==> config.mk <==
export PLATFORM = sky130hd
export DESIGN_NAME = hbm_ram
export DESIGN_NICKNAME = d
export VERILOG_FILES = /design/src/rtl/hbm_ram.sv
export SDC_FILE = /design/constraint.sdc
export NUM_CORES = 1
export LEC_CHECK = 0
export CORE_ASPECT_RATIO = 1.4
export CORE_UTILIZATION = 57
export DETAILED_ROUTE_END_ITERATION = 16
export DONT_BUFFER_PORTS = 1
export GPL_TIMING_DRIVEN = 0
export PLACE_DENSITY = 0.76
export SLEW_MARGIN = 20
export SYNTH_ARGS = -nofsm -noshare
export SYNTH_HDL_FRONTEND = slang
export SYNTH_SLANG_ARGS = --single-unit
==> constraint.sdc <==
create_clock -name clock -period 2.16 [get_ports clock]
set_input_delay 0.216 -clock clock [delete_from_list [all_inputs] [get_ports clock]]
set_output_delay 0.216 -clock clock [all_outputs]
set_load 0.01 [all_outputs]
==> src/rtl/hbm_ram.sv <==
// Generic single-write, single-read RAM with registered read data.
module hbm_ram #(
   parameter int WIDTH = 8,
   parameter int DEPTH = 32,
   localparam int AW = (DEPTH > 1) ? $clog2(DEPTH) : 1
) (
   input  logic                     clock,
   input  logic                     we,
   input  logic [AW-1:0]            waddr,
   input  logic [WIDTH-1:0]         wdata,
   input  logic [AW-1:0]            raddr,
   output logic [WIDTH-1:0]         rdata
);
   logic [WIDTH-1:0] mem [DEPTH];
   logic [WIDTH-1:0] rdata_ff;

   always_ff @(posedge clock) begin
      if (we) begin
         mem[waddr] <= wdata;
      end
      rdata_ff <= mem[raddr];
   end

   assign rdata = rdata_ff;
endmodule

# --- Yosys cells after proc, flatten, opt, wreduce, memory -nomap -nowiden ---
# Memories as Yosys holds them, arrays and structs flattened. A register that Yosys moved wholly into a read port is not among the register bits.
# Index checks and enable logic that the tools add are counted.
totals:
  ff_bits: 0
  ram_bits: 256
  input_bits: 20
  output_inout_bits: 8
  elab_cells: 3
  memories: 1
mem_list:
  columns: ["memory", "depth", "word_bits", "rd", "rd_clocked_by_memory_dff", "wr", "line", "rtl"]
  rows:
  - ["mem", 32, 8, 1, 1, 1, "14", "logic [WIDTH-1:0] mem [DEPTH];"]
op_classes:
  muxes: 2
ops:
  columns: ["operator", "n"]
  rows:
  - ["$mux W1", 2]

# --- Logic depth before layout (Yosys ltp) ---
depth:
  ltp_word: 2
  mapped_depth: 5
  mapped_depth_nobuf: 3

# --- Worst setup path after synthesis ---
# OpenSTA, ideal clock, no wires.
synth_path:
  path_type: "input port to flip-flop"
  startpoint: "input raddr[2]"
  endpoint: "register rdata_ff[0] (netlist: rdata[0]) (read register of mem)"
  setup_time_ps: 121
  arrival_ps: 1898
  required_ps: 2039
  setup_slack_ps: 142
  cell_stages: 5
  path_buffers: 2
  cell_sequence: "clkbuf_1 -> clkbuf_1 -> mux4_2 -> mux4_2 -> mux2_2"
synth_lines:
  columns: ["element", "line", "rtl"]
  rows:
  - ["from (decl)", "11", "input logic [AW-1:0] raddr,"]
  - ["to (decl)", "15", "logic [WIDTH-1:0] rdata_ff;"]

==> impl_metrics.toml <==
[status]
outcome = "finished, final reports clean"

[finish]
seq_area_sq_mm = 0.00785
fillers = 1054
area_growth_pct = 12.4
insertedDiodeCount = 0
post-route-util_pct = 65.2
multi_input_area_sq_mm = 0.00210
drive_gt1_share_pct = 29.6
fin_nets = 475

[die]
die_area_sq_mm = 0.0182
die_h_microns = 159
start_util_pct = 58.0
ios = 28
fp.dieW_microns = 114
core-area_sq_mm = 0.0173
rows = 57

[route]
drt_iter0_drc = 460
drt.antenna.violating_nets = 0
post-route-drc-count = 0
vias = 4455
routed_wl_mm = 20.2
wl_per_cell_microns = 28.7
vias_per_cell = 6.31
drtPass1Iterations = 5

[timing]
min_period_ps = 2160
period_share_pct = 99.8
hold_ws_ps = 5.17
fin_skew_ps = 12.9
slew_violations = 0
slew_headroom_pct = 43.7
setup-violations-final = 0
hold_violations = 0
max_freq_ghz = 0.464
rsz0062_at_grt = "true"
worstMarginPinSlew_ps = 841

[worst_setup_path]
rrSetupSlack_ps = 250
cp-start-kind = "input pin"
crit_required_ps = 2550
crit_arrival_ps = 2550
r2r_cells = 3
worstSetupPathType = "input pin to flop"
reg2reg_from = "mem[12][2]"
worstReg2RegEnd = "rdata[2]"
end_kind = "flop"
critPathMaxFanout = 10

[clock_network]
cts.path.max_buffers = 3
clk_pin_slew_ps = 60
clk_latency_ps = 520
htreeDepth = 1
cts_sinks = 264
cts_buffers = 24
cts_tree = "built"
cts_root_buf = "clkbuf_16"

[global_route]
grt_pass1_vias = 4717
overflow = 0
grt_max_degree = 33
antenna_found_initial = 0
grtUsageTotal_pct = 23.9
grt_pass1_wl_mm = 30.4

[placed_design]
dpl.hpwl_mm = 12.5
gp_congestion = 0.852
portBuffers = 0

[synthesis]
synth_cells = 417
yosysWarnings = 0
synth_seq_cells = 264
syn-num-nets = 437
synth_area_sq_mm = 0.0101
synth.avg_cell_area_sq_um = 24.1
synth_cell_types = 15
synth_seq_area_share_pct = 78.1

[min_path]
holdPathStages = 1
hold_end = "mem[4][4]"
holdCritPathClass = "input pin to flop"
worstHoldStart = "wdata[4]"

[flow_run]
max_cap_violations = 0

[power]
design_power_total_uw = 10400
vdd_drop_max_uv = 647
powerDensity_mw_per_mm2 = 924
leakage_uw = 0.00348
-- what timing repair did --
item / 4_1_cts / 5_1_grt
gates resized for setup: 1 / 2
hold endpoints to repair: 256 / 4
hold buffers: 11 / 1
setup buffers: 0 / 0
setup endpoints to repair: 6 / 3
-- per-layer routing --
layer	share of wire, %	track usage [%]	up-vias	routed length (microns)
li1	-	-	1860	-
met1	35	30.4	2354	7150
met2	55	41.4	202	11100
met3	6.4	3.92	39	1300
met4	3.3	8.85	0	669
met5	0	0	-	0
-- cell usage after synthesis --
| library cell | count | share of area [%] |
|---|---|---|
| nand3_1 | 2 | 0.10 |
| mux2_2 | 8 | 0.90 |
| or3_1 | 1 | 0.062 |
| nor2_1 | 33 | 1.2 |
| clkbuf_1 | 6 | 0.22 |
| buf_4 | 6 | 0.45 |
| dfxtp_1 | 8 | 1.6 |
| buf_6 | 1 | 0.11 |
| edfxtp_1 | 256 | 76 |
| or3b_2 | 3 | 0.26 |
| nand2_1 | 1 | 0.037 |
| mux4_2 | 80 | 18 |
| buf_2 | 1 | 0.050 |
| buf_1 | 6 | 0.22 |
| nand3b_1 | 5 | 0.37 |
-- power breakdown --
part	internal (uW)	switching, uW
combinational	238	286
clock	2460	1730
sequential	5690	32.5
total	8390	2040
-- sequential cells by signal, indices dropped and copies added (netlist names) --
name,count
mem,256
rdata,8
-- metrics by stage --
step / setup WS (ps) / setup TNS, ps / std cells / instance area [sq um]
final: 3.47 / 0 / 706 / 11300
after global routing: -4.06 / -9.05 / 706 / 11300
after CTS: 5.39 / 0 / 705 / 11300
after detailed placement: -549 / -4310 / 653 / 10300
after global placement: -522 / -4080 / 653 / 10300
after floorplan: 142 / 0 / 417 / 10100
-- cells by family after synthesis --
kind of cell / count (synthesis) / synth area share [%]
DFF: 264 / 78.1
muxes: 88 / 18.8
and+or+nand+nor: 45 / 2.07
buffers and inverters: 20 / 1.06
-- cells in the final DEF, fill, tap and decap left out, types with 4 or more instances in the layout --
cell,netlist,layout
clkbuf_1,6,9
dfxtp_1,8,8
buf_12,0,6
buf_1,6,6
clkbuf_16,0,25
mux4_2,80,80
buf_4,6,6
edfxtp_1,256,256
nand3b_1,5,5
nor2_1,33,33
dlygate4sd3_1,0,4
mux2_2,8,8
clkinv_1,0,6
-- critical path, cell delays in order --
cell and delay, ps:
clkbuf_1 480, buf_1 560, mux4_2 480, mux4_2 500
mux2_2 300
-- layout make-up --
type | instances | share of cell area [%]
Buffer | 20 | 0.964
Clock buffer | 30 | 5.70
Clock inverter | 11 | 1.15
Multi-Input combinational cell | 133 | 18.6
Sequential cell | 264 | 69.5
Tap cell | 236 | 2.61
Timing Repair Buffer | 12 | 1.51
-- how the worst max path moves through the flow --
stage | end | depth (start not counted) | slack [ps] | from
floorplan | rdata[0] | 5 | 140 | raddr[2]
global placement | rdata[0] | 5 | -520 | raddr[2]
detailed placement | rdata[7] | 5 | -550 | raddr[2]
CTS | rdata[2] | 5 | 5 | raddr[2]
global route | rdata[7] | 5 | -4 | raddr[2]
finish | rdata[7] | 5 | 3 | raddr[2]
No activity file was read; power rests on OpenSTA's default activity.
