===== src/rtl/hbm_pkg.sv =====
// Shared types and codes for the heartbeat membership table.
package hbm_pkg;

   localparam int MAX_RESULTS = 32;
   localparam int RESULT_W = 6;

   typedef enum logic [1:0] {
      OP_MERGE  = 2'd0,
      OP_TICK   = 2'd1,
      OP_LOOKUP = 2'd2,
      OP_DUMP   = 2'd3
   } op_type;

   typedef enum logic [3:0] {
      ST_ADDED     = 4'd0,
      ST_UPDATED   = 4'd1,
      ST_STALE     = 4'd2,
      ST_FULL      = 4'd3,
      ST_TICK_DONE = 4'd4,
      ST_HIT       = 4'd5,
      ST_RING_EMPTY = 4'd6,
      ST_ENTRY     = 4'd7,
      ST_NONE_LIVE = 4'd8
   } status_type;

   typedef struct packed {
      logic [31:0]        ip;
      logic [15:0]        port;
      logic [31:0]        beat;
      logic signed [31:0] start;
      logic [31:0]        seen;
   } entry_type;

   localparam int ENTRY_W = $bits(entry_type);

   // per-entry verdicts from the evaluation unit
   typedef struct packed {
      logic match;
      logic newer;
      logic dead;
      logic live;
      logic on_ring;
      logic ge_key;
      logic lt_min;
      logic lt_ge;
   } eval_type;

endpackage


===== src/rtl/hbm_eval.sv =====
// Entry evaluation unit: key match, age and ring compares for one table entry.
module hbm_eval (
   input  hbm_pkg::entry_type  entry,
   input  logic [31:0]         req_ip,
   input  logic [15:0]         req_port,
   input  logic [31:0]         req_beat,
   input  logic signed [31:0]  req_key,
   input  logic [31:0]         now,
   input  logic [31:0]         fail_timeout,
   input  logic [31:0]         remove_timeout,
   input  logic signed [31:0]  min_start,
   input  logic signed [31:0]  ge_start,
   output hbm_pkg::eval_type   verdict
);
   logic [32:0] remove_age;
   logic [32:0] fail_age;

   always_comb begin
      remove_age = {1'b0, entry.seen} + {1'b0, remove_timeout};
      fail_age   = {1'b0, entry.seen} + {1'b0, fail_timeout};
      verdict.match   = (entry.ip == req_ip) && (entry.port == req_port);
      verdict.newer   = req_beat > entry.beat;
      verdict.dead    = remove_age < {1'b0, now};
      verdict.live    = fail_age > {1'b0, now};
      verdict.on_ring = entry.start != 32'hFFFF_FFFF;
      verdict.ge_key  = entry.start >= req_key;
      verdict.lt_min  = entry.start < min_start;
      verdict.lt_ge   = entry.start < ge_start;
   end
endmodule


===== config.mk =====
export PLATFORM = sky130hd
export DESIGN_NAME = hbm_eval
export DESIGN_NICKNAME = d
export VERILOG_FILES = /design/src/rtl/hbm_pkg.sv /design/src/rtl/hbm_eval.sv
export SDC_FILE = /design/constraint.sdc
export NUM_CORES = 1
export LEC_CHECK = 0
export BUFFER_PORTS_ARGS = -buffer_cell sky130_fd_sc_hd__buf_2
export CAP_MARGIN = 20
export CORE_AREA = 2 2 165 167
export DETAILED_ROUTE_END_ITERATION = 16
export DIE_AREA = 0 0 167 169
export PLACE_DENSITY_LB_ADDON = 0.2
export SYNTH_ARGS = -nofsm -noshare
export SYNTH_HDL_FRONTEND = slang
export SYNTH_SLANG_ARGS = --single-unit

===== constraint.sdc =====
create_clock -name vclk -period 6.1
set_clock_uncertainty 0.05 [all_clocks]
set_input_delay 0.915 -clock vclk [all_inputs]
set_output_delay 0.915 -clock vclk [all_outputs]
set_load 0.01 [all_outputs]

# Word level (Yosys, flattened, before mapping)
# Index checks and enable logic that the tools add are counted.
# W data, S select, Z words.
[classes] addsub=2 n_lt_le_gt_ge=6 eq_ne=3 n_reduce_logical=1
[ops] operator="$add A32 B32 Y33" n=2
[ops] operator="$lt A32 B32 Y1" n=2
[ops] operator="$gt A33 B32 Y1" n=1
[ops] operator="$lt A33 B32 Y1" n=1
[ops] operator="$eq A32 B32 Y1" n=1
[ops] operator="$ge A32 B32 Y1" n=1
[ops] operator="$gt A32 B32 Y1" n=1
[ops] operator="$ne A32 B32 Y1 const B" n=1
[ops] operator="$eq A16 B16 Y1" n=1
[ops] operator="$logic_and A1 B1 Y1" n=1
[totals] reg_bits=0 input_bits=416 out_inout_bits=8 elab_cells=12

# Logic depth before layout (Yosys ltp)
# Gate-level depths: netlist of the first run.
[logic_depth] depth_word=2 depth_mapped=20 mapped_depth_nobuf=20

# Worst setup path before layout of the first run
# Ideal clock, no wire load.
[synth_timing] path_kind="in2out" from="input entry[0] (netlist name)" to="output verdict[4] (netlist name)" arrival_time_ns=4.372 required_time_ns=5.135 setup_slack_ns=0.763 cell_stages=19 path_buffers=0 cell_sequence="ha_1 -> inv_1 -> fa_1 -> nor2b_1 -> o31a_1 -> o41ai_2 -> o21ai_2 -> a41oi_2 -> o21a_1 -> o31ai_1 -> xor2_1 -> ha_1 -> a21o_1 -> a21o_1 -> a21oi_1 -> o21ai_0 -> nor4b_1 -> a32oi_1 -> a311o_1"
[synth_rtl] item="start: declaration" line="hbm_eval.sv:3" rtl="input hbm_pkg::entry_type entry,"
[synth_rtl] item="end: declaration" line="hbm_eval.sv:13" rtl="output hbm_pkg::eval_type verdict"

==> metrics.csv, run 1 <==
metric;value;unit
status;finished clean;
whs;2.20;ns
critical_path_buf_inv_count;3;
dpl.hpwl;26200;µm
die_area;0.0282;mm²
finalSetupViolCount;0;
startpoint;entry[0];
postRouteAntennaNets;0;
nFlopsAndLatches;0;
ioPinCount;424;
synth_top_family_by_area;adder cells;
hold_path_class;input pin to output port;
clock_buffer_count;0;
nets;2245;
core-area;0.0265;mm²
syn_to_final_growth;30.8;%
use_met1;24.1;%
gp_congestion;0.884;
crit_chain;buf_2, ha_2, inv_1, fa_2, nor2b_1, o31a_1, o41ai_2, o21ai_2, a41oi_2, o21a_2, o31ai_2, xor2_1, ha_1, a21o_1, a21o_1, a21oi_2, o21ai_2, nor4b_2, a32oi_1, a311o_1, buf_2;
max_slew_margin;61.0;%
fin_crit;5.94;ns
antenna_found_initial;9;
port_buffers;424;
synth_fa_ha_area_share;37.8;%
ctsHoldBuffers;0;
dp_slack;0.0467;ns
mostFrequentLayoutCell;buf_2;
drt-initial-drc-count;335;
fin_ws;0.158;ns
grt_util_met3;2.24;%
routed_wl;28500;µm
crit_fanout;5;
p_leak;6.45;nW
rows;60;
netlist_area;0.00849;mm²
min_from;entry[58];
hold_violations;0;
post-route-period-util;97.4;%
slowest_delay;0.35;ns
tightest_slew;0.583;ns
ys_seq_area_share;0;%
cellPowerDensity;92.0;mW/mm²
critical_path_class;input pin to output port;
synth_top_area_share;37.3;%
synthMuxAreaShare;0.118;%
avgSynthCellArea;7.39;µm²
post_drt_wl_per_cell;14.9;µm
path_delay_family;compound AO/OA/AOI/OAI gates;
grt_use_total;18.7;%
seq_area;0;µm²
ir_drop;43.8;µV
vias_per_cell;5.00;
synth_cell_types;63;
maxCapViolations;0;
rsz0062_at_grt;yes;
drive_gt1_share;28.9;%
critPathCaptureType;output port;
synth_area_leaders;ha_1, inv_1, xor2_1;
power.total;1.02;mW
critPathSlowestCell;fa_2;
synth_compound_area_share;26.7;%
grt_pass1_vias;9193;
cp.required;5.13;ns
grt_pass1_wl;44000;µm
vias;9582;
drc;0;
fin_setup_tns;0;ns
yosys.area_share.simple;16.2;%
die-width;167;µm
use_met2;33.9;%
fmax;168;MHz
drt_pass1_iterations;5;
layout_common_cells;buf_2, ha_1, inv_1;
grt_start_max_net_pins;11;
drv_slew;0;
synth-xor-area-share;10.8;%
instances_no_fill;1917;
die_h;169;µm
arrival;4.98;ns
setup.worst_path.start_class;input pin;
yosysWarnings;0;
place_inst;1911;
initial_core_util;32.0;%
grt.busiest_layer;met2;
syn_nets;1819;
syn-instance-count;1148;
synth_largest_area_cell;ha_1;
overflow;0;
-- cell families (layout without fill, tap and decap cells) --
kind of cell | after synthesis | after routing
AOI/OAI and AO/OA | 340 | 340
xor gates and xnor gates | 105 | 105
adders and majority gates | 255 | 255
buffers and inverters | 187 | 611
muxes | 1 | 1
other | 0 | 4
and+or+nand+nor | 260 | 260
-- synth_stat cells (3+ instances only) --
cell type / number
ha_1: 253
a31oi_1: 6
and4_1: 7
o2111ai_1: 3
a21oi_1: 93
nor2_1: 41
o21ai_0: 60
nor2b_1: 16
a211o_1: 8
a21o_1: 73
o31a_1: 3
and3_1: 10
o21bai_1: 7
nor3_1: 20
a221oi_1: 5
a211oi_1: 15
o21ai_1: 3
a2111oi_0: 6
nand2_1: 50
buf_4: 3
nand3_1: 25
a221o_1: 3
nor4_1: 17
xor2_1: 66
inv_1: 180
clkbuf_1: 3
xnor2_1: 39
nand2b_1: 12
and2_1: 9
o31ai_1: 8
nand4_1: 43
o21a_1: 22
-- layout make-up --
cell class	instances	area, µm²
inverters	180	676
multi-input cells	961	7810
well taps	341	427
diodes	4	10.0
fillers	2830	15400
repair buffers	431	2170
-- metrics by stage --
stage	util, %	area (µm²)
2_1_floorplan	-	8490
3_3_place_gp	41.6	11000
3_5_place_dp	41.6	11000
4_1_cts	41.6	11000
5_1_grt	41.9	11100
6_report	41.9	11100
-- worst paths after layout --
path | endpoint | depth (start not counted)
worst min-delay path | verdict[3] | 5
worst max-delay path | verdict[4] | 21
-- power breakdown --
| group | internal [mW] | total, mW | switching (mW) |
|---|---|---|---|
| Clock | 0.0000000879 | 0.0000000879 | 0 |
| Combinational | 0.486 | 1.02 | 0.536 |
| Sequential | 0 | 0 | 0 |
-- per-layer routing --
metal / part of all wire [%] / up-vias
met5: 0.15 / -
met4: 1.4 / 8
met2: 49 / 260
li1: - / 5042
met3: 5.1 / 31
met1: 44 / 4241
-- what timing repair did --
item | in CTS | in global routing
buffers inserted | 0 | 2
resized for setup | 0 | 12
setup endpoints to repair | 0 | 2
Note: power is estimated with default switching activity, not from simulation.
==> inputs of run 2 (changes only) <==
CAP_MARGIN = default   (was 20)
CELL_PAD_IN_SITES_DETAIL_PLACEMENT = 0   (was default)
CELL_PAD_IN_SITES_GLOBAL_PLACEMENT = 2   (was default)
CORE_AREA = default   (was 2 2 165 167)
CORE_ASPECT_RATIO = 0.8   (was default)
CORE_UTILIZATION = 25   (was default)
DIE_AREA = default   (was 0 0 167 169)
==> run 2 against run 1 <==
  * Combinational power up 4%
  * Maximum frequency up 0.63%
  * Cell area up 2.1%
  * Routed wire length up 21%
  * Flip-flop and latch count unchanged
  * Sequential share of layout area unchanged
  * Power up 3.7%
  * Largest cell class unchanged
==> metrics.csv, run 2 (synthesized netlist as in run 1, its figures left out) <==
metric;value;unit;change
combPwrFrac;100.0;%;about the same
die-width;208;µm;+25%
crit_fanout;7;;+2
critPathSlowestCell;o32ai_2;;
power_switching;0.563;mW;+5.1%
grt_pass1_vias;9440;;+2.7%
min_from;entry[56];;
overflow;0;;unchanged
fmax;169;MHz;+0.63%
holdPathStages;5;;unchanged
die_h;167;µm;-1.3%
die_area;0.0347;mm²;+23%
ir_drop;43.7;µV;-0.37%
gp_congestion;0.851;;-3.8%
path_delay_family;compound AO/OA/AOI/OAI gates;;
port_buffers;424;;unchanged
hold_path_class;input pin to output port;;
grt_start_max_net_pins;11;;unchanged
nets;2249;;+0.18%
seq_area;0;µm²;unchanged
antenna_found_initial;11;;+2
fin_crit;5.90;ns;-0.0371 ns
dpl.hpwl;31800;µm;+21%
switching_share;53.1;%;+0.70 points
cp.required;5.13;ns;about the same
vias_per_cell;4.81;;-3.9%
p_seq_share;0;%;unchanged
nFlopsAndLatches;0;;unchanged
layout_common_cells;buf_2, ha_1, inv_1;;
p_leak;6.49;nW;+0.56%
drive_gt1_share;29.6;%;+0.69 points
setup.worst_path.start_class;input pin;;
rows;59;;-1.7%
power.total;1.06;mW;+3.7%
routed_wl;34500;µm;+21%
slowest_delay;0.42;ns;+0.07 ns
crit_chain;buf_2, ha_1, and4_1, and3_2, a32oi_1, o31ai_2, o32ai_2, o21ai_2, a211oi_2, nor3_1, ha_1, nand2_1, or3_1, nor2_2, nand4_1, mux2i_1, a32oi_1, a311o_1, buf_2;;
finalSetupViolCount;0;;unchanged
ioPinCount;424;;unchanged
cellPowerDensity;93.5;mW/mm²;+1.6%
core-area;0.0329;mm²;+24%
startpoint;entry[10];;
drc;0;;unchanged
status;finished clean;;
rsz0062_at_grt;yes;;
maxCapViolations;0;;unchanged
max_slew_margin;66.9;%;+5.8 points
critical_path_class;input pin to output port;;
drt-initial-drc-count;332;;-0.90%
p_clk_share;0;%;unchanged
drt_pass1_iterations;4;;-1
grt_use_total;18.9;%;+0.16 points
hold_violations;0;;unchanged
post-route-period-util;96.8;%;-0.61 points
whs;2.22;ns;+0.0134 ns
tightest_slew;0.485;ns;-0.0988 ns
whs_endpoint;verdict[3];;
post_drt_wl_per_cell;17.2;µm;+15%
initial_core_util;25.8;%;-6.2 points
critical_path_buf_inv_count;2;;-1
internal_power;0.497;mW;+2.2%
syn_to_final_growth;33.6;%;
arrival;4.94;ns;-0.04 ns
mostFrequentLayoutCell;buf_2;;
postRouteAntennaNets;0;;unchanged
clock_buffer_count;0;;unchanged
grt_pass1_wl;52300;µm;+19%
drv_slew;0;;unchanged
critPathCaptureType;output port;;
vias;9645;;+0.66%
==> run 2: cell count changes in the layout (fill, tap and decap cells not counted), sizes merged <==
cell	change
buf	+4
==> run 2: metal layers <==
metal,vias up,global-route usage [%],routed length (µm)
li1,5057,-,-
met1,4294,27.2,17400
met2,262,31.1,15200
met3,22,2.13,1630
met4,10,1.38,200
met5,-,0,74
==> run 2: repair_timing <==
item / CTS / global route
hold endpoints to repair: 0 / 0
resized for setup: 1 / 31
pin swaps: 1 / 25
gates cloned: 0 / 0
setup buffers: 1 / 5
endpoints found under the setup margin: 1 / 2
hold buffers: 0 / 0
==> run 2: power by group through the flow <==
stage               Sequential, mW  Combinational (mW)    Clock (mW)
floorplan                        0               0.656             0
global placement                 0                1.03             0
detailed placement               0                1.03             0
CTS                              0                1.04             0
global route                     0                1.20  0.0000000659
finish                           0                1.06  0.0000000881
==> run 2: worst min-delay path, cell delays in order <==
cell,delay (ns)
buf_2,0.13
nand4_1,0.09
nor4_1,0.05
nand2_1,0.05
buf_2,0.13
==> run 2: worst max path at each step <==
stage / endpoint / slack [ns] / cells past startpoint
2_1_floorplan: verdict[4] / 0.76 / 19
4_1_cts: verdict[4] / 0.004 / 20
3_3_place_gp: verdict[4] / 0.03 / 21
3_5_place_dp: verdict[4] / -0.005 / 20
5_1_grt: verdict[4] / -0.06 / 21
6_report: verdict[4] / 0.20 / 19
==> run 2: final cells by class <==
cell class	count	area, µm²
Fill cell	3699	21600
Timing Repair Buffer	435	2220
Inverter	180	676
Multi-Input combinational cell	961	7900
Tap cell	427	534
Antenna cell	4	10.0
==> run 2: per-stage QoR <==
step / setup WS, ns / instances / util (%) / cell area (µm²) / setup TNS [ns]
global placement: 0.0319 / 1997 / 33.8 / 11100 / 0
CTS: 0.00394 / 1998 / 33.9 / 11200 / 0
finish: 0.195 / 2007 / 34.4 / 11300 / 0
floorplan: 0.763 / 1148 / - / 8490 / 0
global route: -0.0565 / 2006 / 34.4 / 11300 / -0.0565
detailed placement: -0.00526 / 1997 / 33.8 / 11100 / -0.00526
